### config.mk
export PLATFORM = sky130hd
export DESIGN_NAME = radar_target_frame_parser
export DESIGN_NICKNAME = d
export VERILOG_FILES = /design/src/rtl/rtf_pkg.sv /design/src/rtl/rtf_ram.sv /design/src/rtl/rtf_front.sv /design/src/rtl/rtf_queue.sv /design/src/rtl/rtf_back.sv /design/src/rtl/radar_target_frame_parser.sv
export SDC_FILE = /design/constraint.sdc
export NUM_CORES = 1
export LEC_CHECK = 0
export CORE_AREA = 4 4 247 225
export CTS_BUF_LIST = sky130_fd_sc_hd__clkbuf_4 sky130_fd_sc_hd__clkbuf_8
export DETAILED_ROUTE_END_ITERATION = 10
export DIE_AREA = 0 0 251 229
export DONT_BUFFER_PORTS = 1
export PLACE_DENSITY = 0.73
export SLEW_MARGIN = 10
export SYNTH_ARGS = -nofsm -noshare
export SYNTH_HDL_FRONTEND = slang
export SYNTH_SLANG_ARGS = --single-unit
### constraint.sdc
create_clock -name aclk -period 5.7 [get_ports aclk]
set_clock_uncertainty 0.15 [all_clocks]
set_input_delay 1.14 -clock aclk [delete_from_list [all_inputs] [get_ports aclk]]
set_output_delay 1.14 -clock aclk [all_outputs]
set_load 0.01 [all_outputs]
### src/rtl/rtf_pkg.sv
`timescale 1ns / 1ps
// ----------------------------------------------------------------------------
// rtf_pkg
// Shared types and constants for the radar target frame parser.
// ----------------------------------------------------------------------------
package rtf_pkg;

    localparam int TARGET_COUNT_DEF = 3;
    localparam int RECORD_BYTES     = 8;
    localparam int HDR_LEN          = 4;

    localparam logic [7:0] HDR_BYTE0 = 8'hAA;
    localparam logic [7:0] HDR_BYTE1 = 8'hFF;
    localparam logic [7:0] HDR_BYTE2 = 8'h03;
    localparam logic [7:0] HDR_BYTE3 = 8'h00;
    localparam logic [7:0] TAIL_BYTE0 = 8'h55;
    localparam logic [7:0] TAIL_BYTE1 = 8'hCC;

    // mag / 10 == (mag * 52429) >> 19 for every 15-bit magnitude
    localparam logic [15:0] DIV10_MUL   = 16'd52429;
    localparam int          DIV10_SHIFT = 19;

    // Token pushed by the front end when a frame completes
    typedef struct packed {
        logic push;
        logic bank;
    } rtf_tok_t;

    // Queue status seen by both sides
    typedef struct packed {
        logic full;
        logic empty;
        logic head_bank;
    } rtf_qstat_t;

    typedef enum logic [1:0] {
        BK_IDLE,
        BK_FETCH,
        BK_MUL,
        BK_EMIT
    } rtf_bk_state_t;

    function automatic logic [7:0] hdr_byte(input logic [1:0] idx);
        logic [7:0] b;
        case (idx)
            2'd0:    b = HDR_BYTE0;
            2'd1:    b = HDR_BYTE1;
            2'd2:    b = HDR_BYTE2;
            2'd3:    b = HDR_BYTE3;
            default: b = HDR_BYTE0;
        endcase
        return b;
    endfunction

endpackage

### src/rtl/rtf_ram.sv
`timescale 1ns / 1ps
// ----------------------------------------------------------------------------
// rtf_ram
// Simple dual-port RAM, one write and one registered read port.
// ----------------------------------------------------------------------------
module rtf_ram #(
    parameter int WIDTH = 8,
    parameter int DEPTH = 48
) (
    input  logic                     aclk,
    input  logic                     wr_en,
    input  logic [$clog2(DEPTH)-1:0] wr_addr,
    input  logic [WIDTH-1:0]         wr_data,
    input  logic                     rd_en,
    input  logic [$clog2(DEPTH)-1:0] rd_addr,
    output logic [WIDTH-1:0]         rd_data
);

    logic [WIDTH-1:0] mem_reg [DEPTH];
    logic [WIDTH-1:0] rd_data_reg;

    always_ff @(posedge aclk) begin
        if (wr_en) begin
            mem_reg[wr_addr] <= wr_data;
        end
        if (rd_en) begin
            rd_data_reg <= mem_reg[rd_addr];
        end
    end

    assign rd_data = rd_data_reg;

endmodule

### src/rtl/rtf_front.sv
`timescale 1ns / 1ps
// ----------------------------------------------------------------------------
// rtf_front
// Frame sync: hunts for the header, stores record bytes, checks the tail.
// ----------------------------------------------------------------------------
module rtf_front #(
    parameter int TARGET_COUNT = rtf_pkg::TARGET_COUNT_DEF,
    parameter int ADDR_W       = 6
) (
    input  logic               aclk,
    input  logic               aresetn,
    input  logic               s_valid,
    output logic               s_ready,
    input  logic [7:0]         s_rx_byte,
    input  rtf_pkg::rtf_qstat_t q_stat,
    output rtf_pkg::rtf_tok_t  tok,
    output logic               wr_en,
    output logic [ADDR_W-1:0]  wr_addr,
    output logic [7:0]         wr_data
);

    import rtf_pkg::*;

    localparam int DATA_LEN = TARGET_COUNT * RECORD_BYTES;
    localparam int TAIL_POS = HDR_LEN + DATA_LEN;
    localparam int POS_W    = $clog2(TAIL_POS + 2);

    logic [POS_W-1:0] pos_reg, pos_next;
    logic             bank_reg, bank_next;
    logic             accept;
    logic [POS_W-1:0] restart;
    logic [31:0]      wr_off;

    assign s_ready = !q_stat.full;
    assign accept  = s_valid && s_ready;
    // a stray AA counts as the first header byte
    assign restart = (s_rx_byte == HDR_BYTE0) ? POS_W'(1) : '0;
    assign wr_off  = (bank_reg ? 32'(DATA_LEN) : 32'd0) + 32'(pos_reg) - 32'(HDR_LEN);

    assign wr_addr = wr_off[ADDR_W-1:0];
    assign wr_data = s_rx_byte;

    always_comb begin
        pos_next  = pos_reg;
        bank_next = bank_reg;
        wr_en     = 1'b0;
        tok.push  = 1'b0;
        tok.bank  = bank_reg;
        if (accept) begin
            if (pos_reg < POS_W'(HDR_LEN)) begin
                if (s_rx_byte == hdr_byte(pos_reg[1:0])) begin
                    pos_next = pos_reg + POS_W'(1);
                end else begin
                    pos_next = restart;
                end
            end else if (pos_reg < POS_W'(TAIL_POS)) begin
                wr_en    = 1'b1;
                pos_next = pos_reg + POS_W'(1);
            end else if (pos_reg == POS_W'(TAIL_POS)) begin
                pos_next = (s_rx_byte == TAIL_BYTE0) ? pos_reg + POS_W'(1) : restart;
            end else if (s_rx_byte == TAIL_BYTE1) begin
                // hand the finished bank to the back end, fill the other one
                pos_next  = '0;
                tok.push  = 1'b1;
                bank_next = !bank_reg;
            end else begin
                pos_next = restart;
            end
        end
    end

    always_ff @(posedge aclk) begin
        if (!aresetn) begin
            pos_reg  <= '0;
            bank_reg <= 1'b0;
        end else begin
            pos_reg  <= pos_next;
            bank_reg <= bank_next;
        end
    end

endmodule

### src/rtl/rtf_queue.sv
`timescale 1ns / 1ps
// ----------------------------------------------------------------------------
// rtf_queue
// Two-entry queue of completed frame banks between front and back ends.
// ----------------------------------------------------------------------------
module rtf_queue (
    input  logic               aclk,
    input  logic               aresetn,
    input  rtf_pkg::rtf_tok_t  tok,
    input  logic               pop,
    output rtf_pkg::rtf_qstat_t q_stat
);

    import rtf_pkg::*;

    logic [1:0] cnt_reg, cnt_next;
    logic       wr_ptr_reg, rd_ptr_reg;
    logic [1:0] slot_reg;
    logic       do_pop;

    assign do_pop = pop && (cnt_reg != 2'd0);

    always_comb begin
        cnt_next = cnt_reg;
        if (tok.push && !do_pop) begin
            cnt_next = cnt_reg + 2'd1;
        end else if (!tok.push && do_pop) begin
            cnt_next = cnt_reg - 2'd1;
        end
    end

    always_ff @(posedge aclk) begin
        if (!aresetn) begin
            cnt_reg    <= '0;
            wr_ptr_reg <= 1'b0;
            rd_ptr_reg <= 1'b0;
        end else begin
            cnt_reg <= cnt_next;
            if (tok.push) begin
                wr_ptr_reg <= !wr_ptr_reg;
            end
            if (do_pop) begin
                rd_ptr_reg <= !rd_ptr_reg;
            end
        end
    end

    always_ff @(posedge aclk) begin
        if (tok.push) begin
            slot_reg[wr_ptr_reg] <= tok.bank;
        end
    end

    assign q_stat.full      = (cnt_reg == 2'd2);
    assign q_stat.empty     = (cnt_reg == 2'd0);
    assign q_stat.head_bank = slot_reg[rd_ptr_reg];

endmodule

### src/rtl/rtf_back.sv
`timescale 1ns / 1ps
// ----------------------------------------------------------------------------
// rtf_back
// Target decoder: reads each stored record, scales X and Y, emits results.
// ----------------------------------------------------------------------------
module rtf_back #(
    parameter int TARGET_COUNT = rtf_pkg::TARGET_COUNT_DEF,
    parameter int ADDR_W       = 6
) (
    input  logic                aclk,
    input  logic                aresetn,
    input  rtf_pkg::rtf_qstat_t q_stat,
    output logic                pop,
    output logic                rd_en,
    output logic [ADDR_W-1:0]   rd_addr,
    input  logic [7:0]          rd_data,
    output logic                m_valid,
    input  logic                m_ready,
    output logic [1:0]          m_target_index,
    output logic signed [12:0]  m_x_pos,
    output logic signed [12:0]  m_y_pos,
    output logic signed [15:0]  m_speed,
    output logic [15:0]         m_resolution,
    output logic                m_last_target
);

    import rtf_pkg::*;

    localparam int DATA_LEN = TARGET_COUNT * RECORD_BYTES;
    localparam int TGT_W    = $clog2(TARGET_COUNT + 1);
    localparam int CNT_W    = $clog2(RECORD_BYTES + 1);

    rtf_bk_state_t state_reg, state_next;

    logic [TGT_W-1:0]  tgt_reg, tgt_next;
    logic [CNT_W-1:0]  cnt_reg, cnt_next;
    logic              rd_pend_reg;
    logic [63:0]       rec_reg;
    logic [30:0]       prod_x_reg, prod_y_reg;
    logic              last_tgt;
    logic              out_free;
    logic              load;
    logic [31:0]       addr_full;
    logic [31:0]       tgt_ext;
    logic [11:0]       qx, qy;
    logic [15:0]       spd_mag;

    logic              m_valid_reg;
    logic [1:0]        idx_reg;
    logic [12:0]       x_reg, y_reg;
    logic [15:0]       spd_reg, res_reg;
    logic              last_reg;

    assign last_tgt = (tgt_reg == TGT_W'(TARGET_COUNT - 1));
    assign out_free = !m_valid_reg || m_ready;
    assign tgt_ext  = 32'(tgt_reg);
    assign addr_full = (q_stat.head_bank ? 32'(DATA_LEN) : 32'd0)
                     + tgt_ext * 32'(RECORD_BYTES) + 32'(cnt_reg);
    assign rd_addr  = addr_full[ADDR_W-1:0];

    // next state
    always_comb begin
        state_next = state_reg;
        case (state_reg)
            BK_IDLE: begin
                if (!q_stat.empty) begin
                    state_next = BK_FETCH;
                end
            end
            BK_FETCH: begin
                // last byte lands on this edge
                if (cnt_reg == CNT_W'(RECORD_BYTES) && rd_pend_reg) begin
                    state_next = BK_MUL;
                end
            end
            BK_MUL: begin
                state_next = BK_EMIT;
            end
            BK_EMIT: begin
                if (out_free) begin
                    state_next = last_tgt ? BK_IDLE : BK_FETCH;
                end
            end
            default: begin
                state_next = BK_IDLE;
            end
        endcase
    end

    // outputs
    always_comb begin
        rd_en    = 1'b0;
        pop      = 1'b0;
        load     = 1'b0;
        tgt_next = tgt_reg;
        cnt_next = cnt_reg;
        case (state_reg)
            BK_IDLE: begin
                cnt_next = '0;
                tgt_next = '0;
            end
            BK_FETCH: begin
                if (cnt_reg < CNT_W'(RECORD_BYTES)) begin
                    rd_en    = 1'b1;
                    cnt_next = cnt_reg + CNT_W'(1);
                end
            end
            BK_MUL: begin
                cnt_next = '0;
            end
            BK_EMIT: begin
                if (out_free) begin
                    load = 1'b1;
                    if (last_tgt) begin
                        pop      = 1'b1;
                        tgt_next = '0;
                    end else begin
                        tgt_next = tgt_reg + TGT_W'(1);
                    end
                end
            end
            default: begin
                cnt_next = '0;
            end
        endcase
    end

    always_ff @(posedge aclk) begin
        if (!aresetn) begin
            state_reg   <= BK_IDLE;
            tgt_reg     <= '0;
            cnt_reg     <= '0;
            rd_pend_reg <= 1'b0;
            m_valid_reg <= 1'b0;
        end else begin
            state_reg   <= state_next;
            tgt_reg     <= tgt_next;
            cnt_reg     <= cnt_next;
            rd_pend_reg <= rd_en;
            if (load) begin
                m_valid_reg <= 1'b1;
            end else if (m_ready) begin
                m_valid_reg <= 1'b0;
            end
        end
    end

    // datapath
    assign qx      = prod_x_reg[DIV10_SHIFT +: 12];
    assign qy      = prod_y_reg[DIV10_SHIFT +: 12];
    assign spd_mag = {1'b0, rec_reg[46:40], rec_reg[39:32]};

    always_ff @(posedge aclk) begin
        // shift bytes in from the top; byte 0 ends up lowest
        if (rd_pend_reg) begin
            rec_reg <= {rd_data, rec_reg[63:8]};
        end
        if (state_reg == BK_MUL) begin
            prod_x_reg <= {rec_reg[14:8], rec_reg[7:0]} * DIV10_MUL;
            prod_y_reg <= {rec_reg[30:24], rec_reg[23:16]} * DIV10_MUL;
        end
        if (load) begin
            idx_reg  <= tgt_ext[1:0];
            x_reg    <= rec_reg[15] ? {1'b0, qx} : 13'd0 - {1'b0, qx};
            y_reg    <= rec_reg[31] ? {1'b0, qy} : 13'd0 - {1'b0, qy};
            spd_reg  <= rec_reg[47] ? spd_mag : 16'd0 - spd_mag;
            res_reg  <= rec_reg[63:48];
            last_reg <= last_tgt;
        end
    end

    assign m_valid        = m_valid_reg;
    assign m_target_index = idx_reg;
    assign m_x_pos        = x_reg;
    assign m_y_pos        = y_reg;
    assign m_speed        = spd_reg;
    assign m_resolution   = res_reg;
    assign m_last_target  = last_reg;

endmodule

### src/rtl/radar_target_frame_parser.sv
`timescale 1ns / 1ps
// ----------------------------------------------------------------------------
// radar_target_frame_parser
// Frames radar target reports from a serial byte stream and emits one
// decoded word per target record when a frame's tail arrives.
// ----------------------------------------------------------------------------
//  Channel  Direction  Handshake          Payload
//  s_       in         s_valid/s_ready    s_rx_byte
//  m_       out        m_valid/m_ready    m_target_index, m_x_pos, m_y_pos,
//                                         m_speed, m_resolution, m_last_target
//
// The front end takes one byte per cycle while s_ready is high; record bytes go
// into a two-bank record RAM. A completed frame queues its bank for the back end,
// which decodes one target at a time: 8 byte reads over the single RAM read
// port, multiply, emit. s_ready drops only while both banks are pending.
// Reset (aresetn, synchronous) clears frame sync, the queue and m_valid.
// ----------------------------------------------------------------------------
module radar_target_frame_parser #(
    parameter int TARGET_COUNT = rtf_pkg::TARGET_COUNT_DEF
) (
    input  logic               aclk,
    input  logic               aresetn,
    input  logic               s_valid,
    output logic               s_ready,
    input  logic [7:0]         s_rx_byte,
    output logic               m_valid,
    input  logic               m_ready,
    output logic [1:0]         m_target_index,
    output logic signed [12:0] m_x_pos,
    output logic signed [12:0] m_y_pos,
    output logic signed [15:0] m_speed,
    output logic [15:0]        m_resolution,
    output logic               m_last_target
);

    import rtf_pkg::*;

    localparam int MEM_DEPTH = 2 * TARGET_COUNT * RECORD_BYTES;
    localparam int ADDR_W    = $clog2(MEM_DEPTH);

    rtf_tok_t          tok;
    rtf_qstat_t        q_stat;
    logic              pop;
    logic              wr_en;
    logic [ADDR_W-1:0] wr_addr;
    logic [7:0]        wr_data;
    logic              rd_en;
    logic [ADDR_W-1:0] rd_addr;
    logic [7:0]        rd_data;

    rtf_front #(
        .TARGET_COUNT(TARGET_COUNT),
        .ADDR_W      (ADDR_W)
    ) u_front (
        .aclk     (aclk),
        .aresetn  (aresetn),
        .s_valid  (s_valid),
        .s_ready  (s_ready),
        .s_rx_byte(s_rx_byte),
        .q_stat   (q_stat),
        .tok      (tok),
        .wr_en    (wr_en),
        .wr_addr  (wr_addr),
        .wr_data  (wr_data)
    );

    rtf_queue u_queue (
        .aclk   (aclk),
        .aresetn(aresetn),
        .tok    (tok),
        .pop    (pop),
        .q_stat (q_stat)
    );

    rtf_ram #(
        .WIDTH(8),
        .DEPTH(MEM_DEPTH)
    ) u_ram (
        .aclk   (aclk),
        .wr_en  (wr_en),
        .wr_addr(wr_addr),
        .wr_data(wr_data),
        .rd_en  (rd_en),
        .rd_addr(rd_addr),
        .rd_data(rd_data)
    );

    rtf_back #(
        .TARGET_COUNT(TARGET_COUNT),
        .ADDR_W      (ADDR_W)
    ) u_back (
        .aclk          (aclk),
        .aresetn       (aresetn),
        .q_stat        (q_stat),
        .pop           (pop),
        .rd_en         (rd_en),
        .rd_addr       (rd_addr),
        .rd_data       (rd_data),
        .m_valid       (m_valid),
        .m_ready       (m_ready),
        .m_target_index(m_target_index),
        .m_x_pos       (m_x_pos),
        .m_y_pos       (m_y_pos),
        .m_speed       (m_speed),
        .m_resolution  (m_resolution),
        .m_last_target (m_last_target)
    );

endmodule
==> results of run 1 <==
-- critical path, delay by kind of cell (launching register included) --
family	cells	cell delay (ps)
AO/OA/AOI/OAI	5	970
XOR/XNOR	2	340
adder cells (fa/ha/maj)	7	3040
buffers and inverters	2	110
flip-flops	1	440
AND/OR/NAND/NOR	1	210
-- cells in the mapped netlist, drive strengths merged, types with 2 or more instances --
| cell | instances | area share, % |
|---|---|---|
| inv | 216 | 2.8 |
| o2111ai | 2 | 0.061 |
| xnor2 | 35 | 1.1 |
| a2111oi | 2 | 0.061 |
| ha | 245 | 11 |
| edfxtp | 543 | 56 |
| mux2i | 12 | 0.42 |
| and3 | 6 | 0.13 |
| o21a | 10 | 0.26 |
| mux4 | 120 | 9.4 |
| or4 | 2 | 0.052 |
| o221ai | 2 | 0.061 |
| nand3b | 3 | 0.078 |
| nand2b | 6 | 0.13 |
| or2 | 4 | 0.087 |
| nor2 | 108 | 1.4 |
| fa | 113 | 7.8 |
| o22ai | 2 | 0.043 |
| and2 | 9 | 0.20 |
| nand2 | 38 | 0.49 |
| mux2 | 4 | 0.16 |
| a32oi | 2 | 0.061 |
| o211ai | 2 | 0.052 |
| a211oi | 7 | 0.18 |
| or3 | 3 | 0.065 |
| o21ai | 19 | 0.33 |
| dfxtp | 20 | 1.4 |
| nor3 | 20 | 0.36 |
| a21o | 21 | 0.55 |
| nor3b | 3 | 0.078 |
| a21oi | 55 | 0.95 |
| a31oi | 14 | 0.30 |
| o31ai | 2 | 0.10 |
| xor2 | 51 | 1.5 |
| nor2b | 14 | 0.30 |
| clkbuf | 20 | 0.26 |
| nor4 | 9 | 0.25 |
| nand3 | 18 | 0.31 |
| a21boi | 3 | 0.078 |
| nand4 | 12 | 0.26 |
| buf | 20 | 0.37 |
-- power by group through the flow --
| stage | logic [uW] | registers, uW | clock network, uW |
|---|---|---|---|
| final | 6.17 | 4510 | 3430 |
| after global routing | 6.96 | 4510 | 3720 |
| after CTS | 6.09 | 4510 | 3510 |
| after detailed placement | 6.05 | 4600 | 0 |
| after global placement | 5.85 | 4600 | 0 |
| after floorplan | 6.17 | 4600 | 0 |
-- final cells by class --
class	count	share of cell area, %
clock inverter	41	0.915
timing repair buffer	26	0.618
multi-input combinational	991	35.5
inverter	216	2.57
tap	697	2.76
clock buffer	120	4.71
sequential	563	52.9
-- final timing paths --
path | slack, ps | from | depth (start not counted) | end
hold / removal | 270 | u_ram.rd_data[7]$_DFFE_PP_ | 0 | u_back.rec_reg[63]$_DFFE_PP_
hold reg to reg | 270 | u_ram.rd_data[7]$_DFFE_PP_ | 0 | u_back.rec_reg[63]$_DFFE_PP_
setup reg to reg | 180 | u_back.rec_reg[10]$_DFFE_PP_ | 17 | u_back.prod_x_reg[24]$_DFFE_PP_
setup / recovery | 180 | u_back.rec_reg[10]$_DFFE_PP_ | 17 | u_back.prod_x_reg[24]$_DFFE_PP_
-- per-layer routing --
layer / global-route usage (%) / routed length (microns) / vias up
met3: 5.49 / 4620 / 98
li1: - / - / 6889
met1: 30.8 / 25800 / 7654
met2: 30.8 / 26300 / 506
met5: 0 / 0 / -
met4: 5.23 / 1250 / 0
-- cell families after synthesis --
group                    Yosys count  share of synthesized area (%)
flip-flops                       563                           57.9
adder cells (fa/ha/maj)          358                           18.5
AND/OR/NAND/NOR                  259                           4.32
buffers and inverters            256                           3.44
AO/OA/AOI/OAI                    152                           3.37
multiplexers                     136                           9.93
XOR/XNOR                          86                           2.61
-- stage by stage --
| stage | hold WS, ps | cells | utilization (%) | cell area, sq um | TNS (ps) |
|---|---|---|---|---|---|
| 2_1_floorplan | 250 | 1810 | - | 28900 | 0 |
| 3_3_place_gp | 254 | 2488 | 56.4 | 29700 | 0 |
| 3_5_place_dp | 255 | 2488 | 56.4 | 29700 | 0 |
| 4_1_cts | 271 | 2649 | 59.7 | 31500 | 0 |
| 5_1_grt | 273 | 2654 | 59.9 | 31600 | -45.3 |
| 6_report | 269 | 2654 | 59.9 | 31600 | 0 |
-- timing repair --
item / CTS / global route
setup endpoints to repair: 0 / 15
buffers inserted: 0 / 5
gates resized for setup: 0 / 15
==> impl_metrics.yaml, run 1 <==
die:
  initial_utilization_pct: 54.7
  dieWidth_microns: 251
  pin_count: 75
  die_h_microns: 229
  core_sq_um: 52800
  rows: 80
  dieArea_sq_um: 57500
drt:
  wl_microns: 58000
  vias_per_cell: 5.71
  ant_nets: 0
  wl_per_cell_microns: 21.9
  first_pass_iters: 5
  vias: 15147
  drt_iter0_drc: 1257
  drc_errors: 0
power_and_ir_drop:
  finalPower_uw: 7950
  comb_power_share_pct: 0.1
  internal_power_uw: 6390
  power_per_cell_area_nw_per_um2: 251
  p_seq_share_pct: 56.8
  leakage_uw: 0.0119
  switching_share_pct: 19.5
  ir_drop_uv: 165
  p_switching_uw: 1550
  power_frac_clock_pct: 43.1
clock_tree:
  htree_num_levels: 3
  cts.clk_slew.worst_paths_ps: 60
  cts.sinks: 563
  root_buffer: "clkbuf_8"
  clockBufferDepth: 3
  cts_made_buffers: 91
  postCtsHoldBufs: 0
  clkLatencyLatePin_ps: 660
  cts_tree: "built"
layout:
  final_nets: 2259
  final_common_cell: "edfxtp_1"
  syn_to_final_growth_pct: 9.48
  final_cell_mix: "edfxtp_1, ha_1, inv_1"
  fill_cells: 3861
  seqCellArea_sq_um: 16700
  largest_register_ffs: 384
  diodes: 0
  multi_input_area_sq_um: 11200
  drive_gt1_share_pct: 15.9
setup_path:
  slowest_delay_ps: 540
  worst_setup_path_end_kind: "flop"
  critPathLaunchType: "flop"
  crit_required_ps: 5940
  path_cells: "ha_1, inv_1, fa_2, fa_1, inv_1, ha_1, xor2_1, fa_1, fa_1, ha_1, a211o_1, a31oi_1, o21bai_1, a2bb2oi_2, nor2b_4, o221ai_1, xor2_1"
  timing.setup.critical_path_class: "flop to flop"
  crit_slowest_cell: "fa_1"
  critical_path_arrival_ps: 5760
  crit_fanout: 4
min_path:
  holdCritPathClass: "flop to flop"
synth:
  synth_warnings: 0
  synthFlopType: "edfxtp_1"
  synth_area_per_cell_sq_um: 15.9
  synth-seq-cells: 563
  synth_edf_count: 543
  ys_seq_area_share_pct: 57.9
  syn_nets: 2180
  syn_area_sq_um: 28900
  async_flop_share_pct: 0
  synth_cell_types: 59
  postSynthCellCount: 1810
sta:
  rsz0062_at_grt: "yes"
  period_share_pct: 96.9
  final_hold_viol_count: 0
  worst_slack_ps: 177
  worst_pin_slew_ps: 1090
  fmax_mhz: 181
  setup_viol_count_final: 0
  fin_crit_ps: 5520
  slew_headroom_pct: 27.0
  finalMaxSlewViolations: 0
global_route:
  grt_pass1_vias: 15690
  grt_max_degree: 65
  grt_pass1_wl_microns: 91500
  grt_antenna_before_repair: 0
  grtUsageTotal_pct: 20.6
  globalRoute.totalOverflow: 0
placement:
  gp_congestion: 0.900
  io_buffers: 0
  dp_slack_ps: 1.35
  post-dp-hpwl_microns: 40800
status:
  status: "complete, no violations"
run:
  maxCapViolations: 0
No activity file was read; power rests on OpenSTA's default activity.
==> run 2: changes to the inputs <==
--- a/config.mk
+++ b/config.mk
@@ -5,12 +5,14 @@
 export SDC_FILE = /design/constraint.sdc
 export NUM_CORES = 1
 export LEC_CHECK = 0
-export CORE_AREA = 4 4 247 225
+export CELL_PAD_IN_SITES_DETAIL_PLACEMENT = 2
+export CELL_PAD_IN_SITES_GLOBAL_PLACEMENT = 2
+export CORE_AREA = 4 4 272 248
 export CTS_BUF_LIST = sky130_fd_sc_hd__clkbuf_4 sky130_fd_sc_hd__clkbuf_8
 export DETAILED_ROUTE_END_ITERATION = 10
-export DIE_AREA = 0 0 251 229
+export DIE_AREA = 0 0 276 252
 export DONT_BUFFER_PORTS = 1
-export PLACE_DENSITY = 0.73
+export PLACE_DENSITY_LB_ADDON = 0.1
 export SLEW_MARGIN = 10
 export SYNTH_ARGS = -nofsm -noshare
 export SYNTH_HDL_FRONTEND = slang
==> impl_metrics.yaml, run 2 (synthesis results as in run 1) <==
status:
  status: "complete, no violations"
sta:
  setup_viol_count_final: 0
  tns_ps: 0
  fmax_mhz: 181
  period_share_pct: 96.8
  worst_pin_slew_ps: 1210
  slew_headroom_pct: 19.0
  fin_crit_ps: 5520
  final_hold_viol_count: 0
  finalMaxSlewViolations: 0
placement:
  io_buffers: 0
  gp_congestion: 0.795
  place_area_sq_um: 30000
  post-dp-hpwl_microns: 53800
power_and_ir_drop:
  leakage_uw: 0.0119
  power_per_cell_area_nw_per_um2: 253
  ir_drop_uv: 209
drt:
  wl_per_cell_microns: 26.8
  wl_microns: 76300
  first_pass_iters: 5
  drc_errors: 0
  vias: 15723
  drt_iter0_drc: 1027
  ant_nets: 0
  vias_per_cell: 5.52
layout:
  final_area_sq_um: 32000
  syn_to_final_growth_pct: 11.0
  drive_gt1_share_pct: 16.7
  final_common_cell: "edfxtp_1"
  final_cell_mix: "edfxtp_1, ha_1, inv_1"
  largest_register_ffs: 384
  final_nets: 2272
  fill_cells: 6007
clock_tree:
  htree_num_levels: 3
  clockBufferDepth: 3
  clkLatencyLatePin_ps: 720
  cts_made_buffers: 96
  cts.sinks: 563
  cts.clk_slew.worst_paths_ps: 60
  cts_tree: "built"
  root_buffer: "clkbuf_8"
die:
  pin_count: 75
  dieArea_sq_um: 69600
  core_sq_um: 64800
  die_h_microns: 252
  initial_utilization_pct: 44.5
  dieWidth_microns: 276
  rows: 89
setup_path:
  worst_setup_path_end_kind: "flop"
  critical_path_arrival_ps: 5790
  crit_fanout: 6
  timing.setup.critical_path_class: "flop to flop"
  crit_required_ps: 5970
  critPathLaunchType: "flop"
  reg2reg_depth: 18
min_path:
  holdPathStages: 0
  holdCritPathClass: "flop to flop"
global_route:
  grt_pass1_vias: 17930
  grtUsageTotal_pct: 22.2
  grt_pass1_wl_microns: 116000
  grt_antenna_before_repair: 2
  globalRoute.totalOverflow: 0
  grt_max_degree: 66
run:
  maxCapViolations: 0
==> run 2: final cells by class <==
cell class	count	area [sq um]	area share [%]
Sequential cell	563	16700	52.2
Multi-Input combinational cell	991	11300	35.3
Clock buffer	120	1500	4.69
Tap cell	864	1080	3.38
Inverter	216	812	2.54
Clock inverter	57	340	1.06
Timing Repair Buffer	34	268	0.836
Antenna cell	1	2.50	0.00781
==> run 2: report_power, final <==
group / switching [uW] / total [uW] / internal [uW]
Sequential: 0.0699 / 4510 / 4510
Clock: 1750 / 3590 / 1840
Combinational: 3.45 / 6.36 / 2.90
==> run 2: through the flow <==
| stage | util, % | setup WS (ps) | hold slack (ps) | power, uW | instances |
|---|---|---|---|---|---|
| 2_1_floorplan | - | 366 | 250 | 4610 | 1810 |
| 3_3_place_gp | 46.3 | 116 | 254 | 4600 | 2659 |
| 3_5_place_dp | 46.3 | -54.7 | 260 | 4600 | 2659 |
| 4_1_cts | 49.1 | 14.0 | 261 | 8210 | 2836 |
| 5_1_grt | 49.4 | -38.2 | 272 | 8410 | 2846 |
| 6_report | 49.4 | 180 | 266 | 8100 | 2846 |
==> run 2: per-layer routing <==
layer | track usage, % | routed length, microns | vias up
li1 | - | - | 6925
met1 | 29.6 | 33100 | 8338
met2 | 37.3 | 37600 | 334
met3 | 4.18 | 3340 | 126
met4 | 7.20 | 2310 | 0
met5 | 0 | 0 | -
==> run 2: worst paths after layout <==
| check | startpoint | slack, ps | endpoint |
|---|---|---|---|
| worst max-delay path | u_back.rec_reg[10]$_DFFE_PP_ | 180 | u_back.prod_x_reg[28]$_DFFE_PP_ |
| worst min-delay path | u_ram.rd_data[1]$_DFFE_PP_ | 270 | u_back.rec_reg[57]$_DFFE_PP_ |
| worst max register to register | u_back.rec_reg[10]$_DFFE_PP_ | 180 | u_back.prod_x_reg[28]$_DFFE_PP_ |
| worst min register to register | u_ram.rd_data[1]$_DFFE_PP_ | 270 | u_back.rec_reg[57]$_DFFE_PP_ |
==> run 2: timing repair <==
item,in CTS,in global routing
endpoints found under the setup margin,4,19
hold buffers,0,0
gates cloned,0,0
resized for setup,4,19
buffers inserted,0,9
pin swaps,1,9
endpoints found under the hold margin,0,0
==> run 2: critical path, cell delays in order (launching register included) <==
cell and delay (ps):
edfxtp_1 500, ha_4 320, inv_1 60, fa_1 530, fa_1 520, inv_1 70
ha_4 260, xor2_2 150, fa_1 530, fa_1 500, ha_1 340, a211o_1 310
a31oi_1 170, o21bai_1 120, a2bb2oi_2 160, buf_4 140, a21oi_4 80, mux2i_1 180
o2111ai_1 150
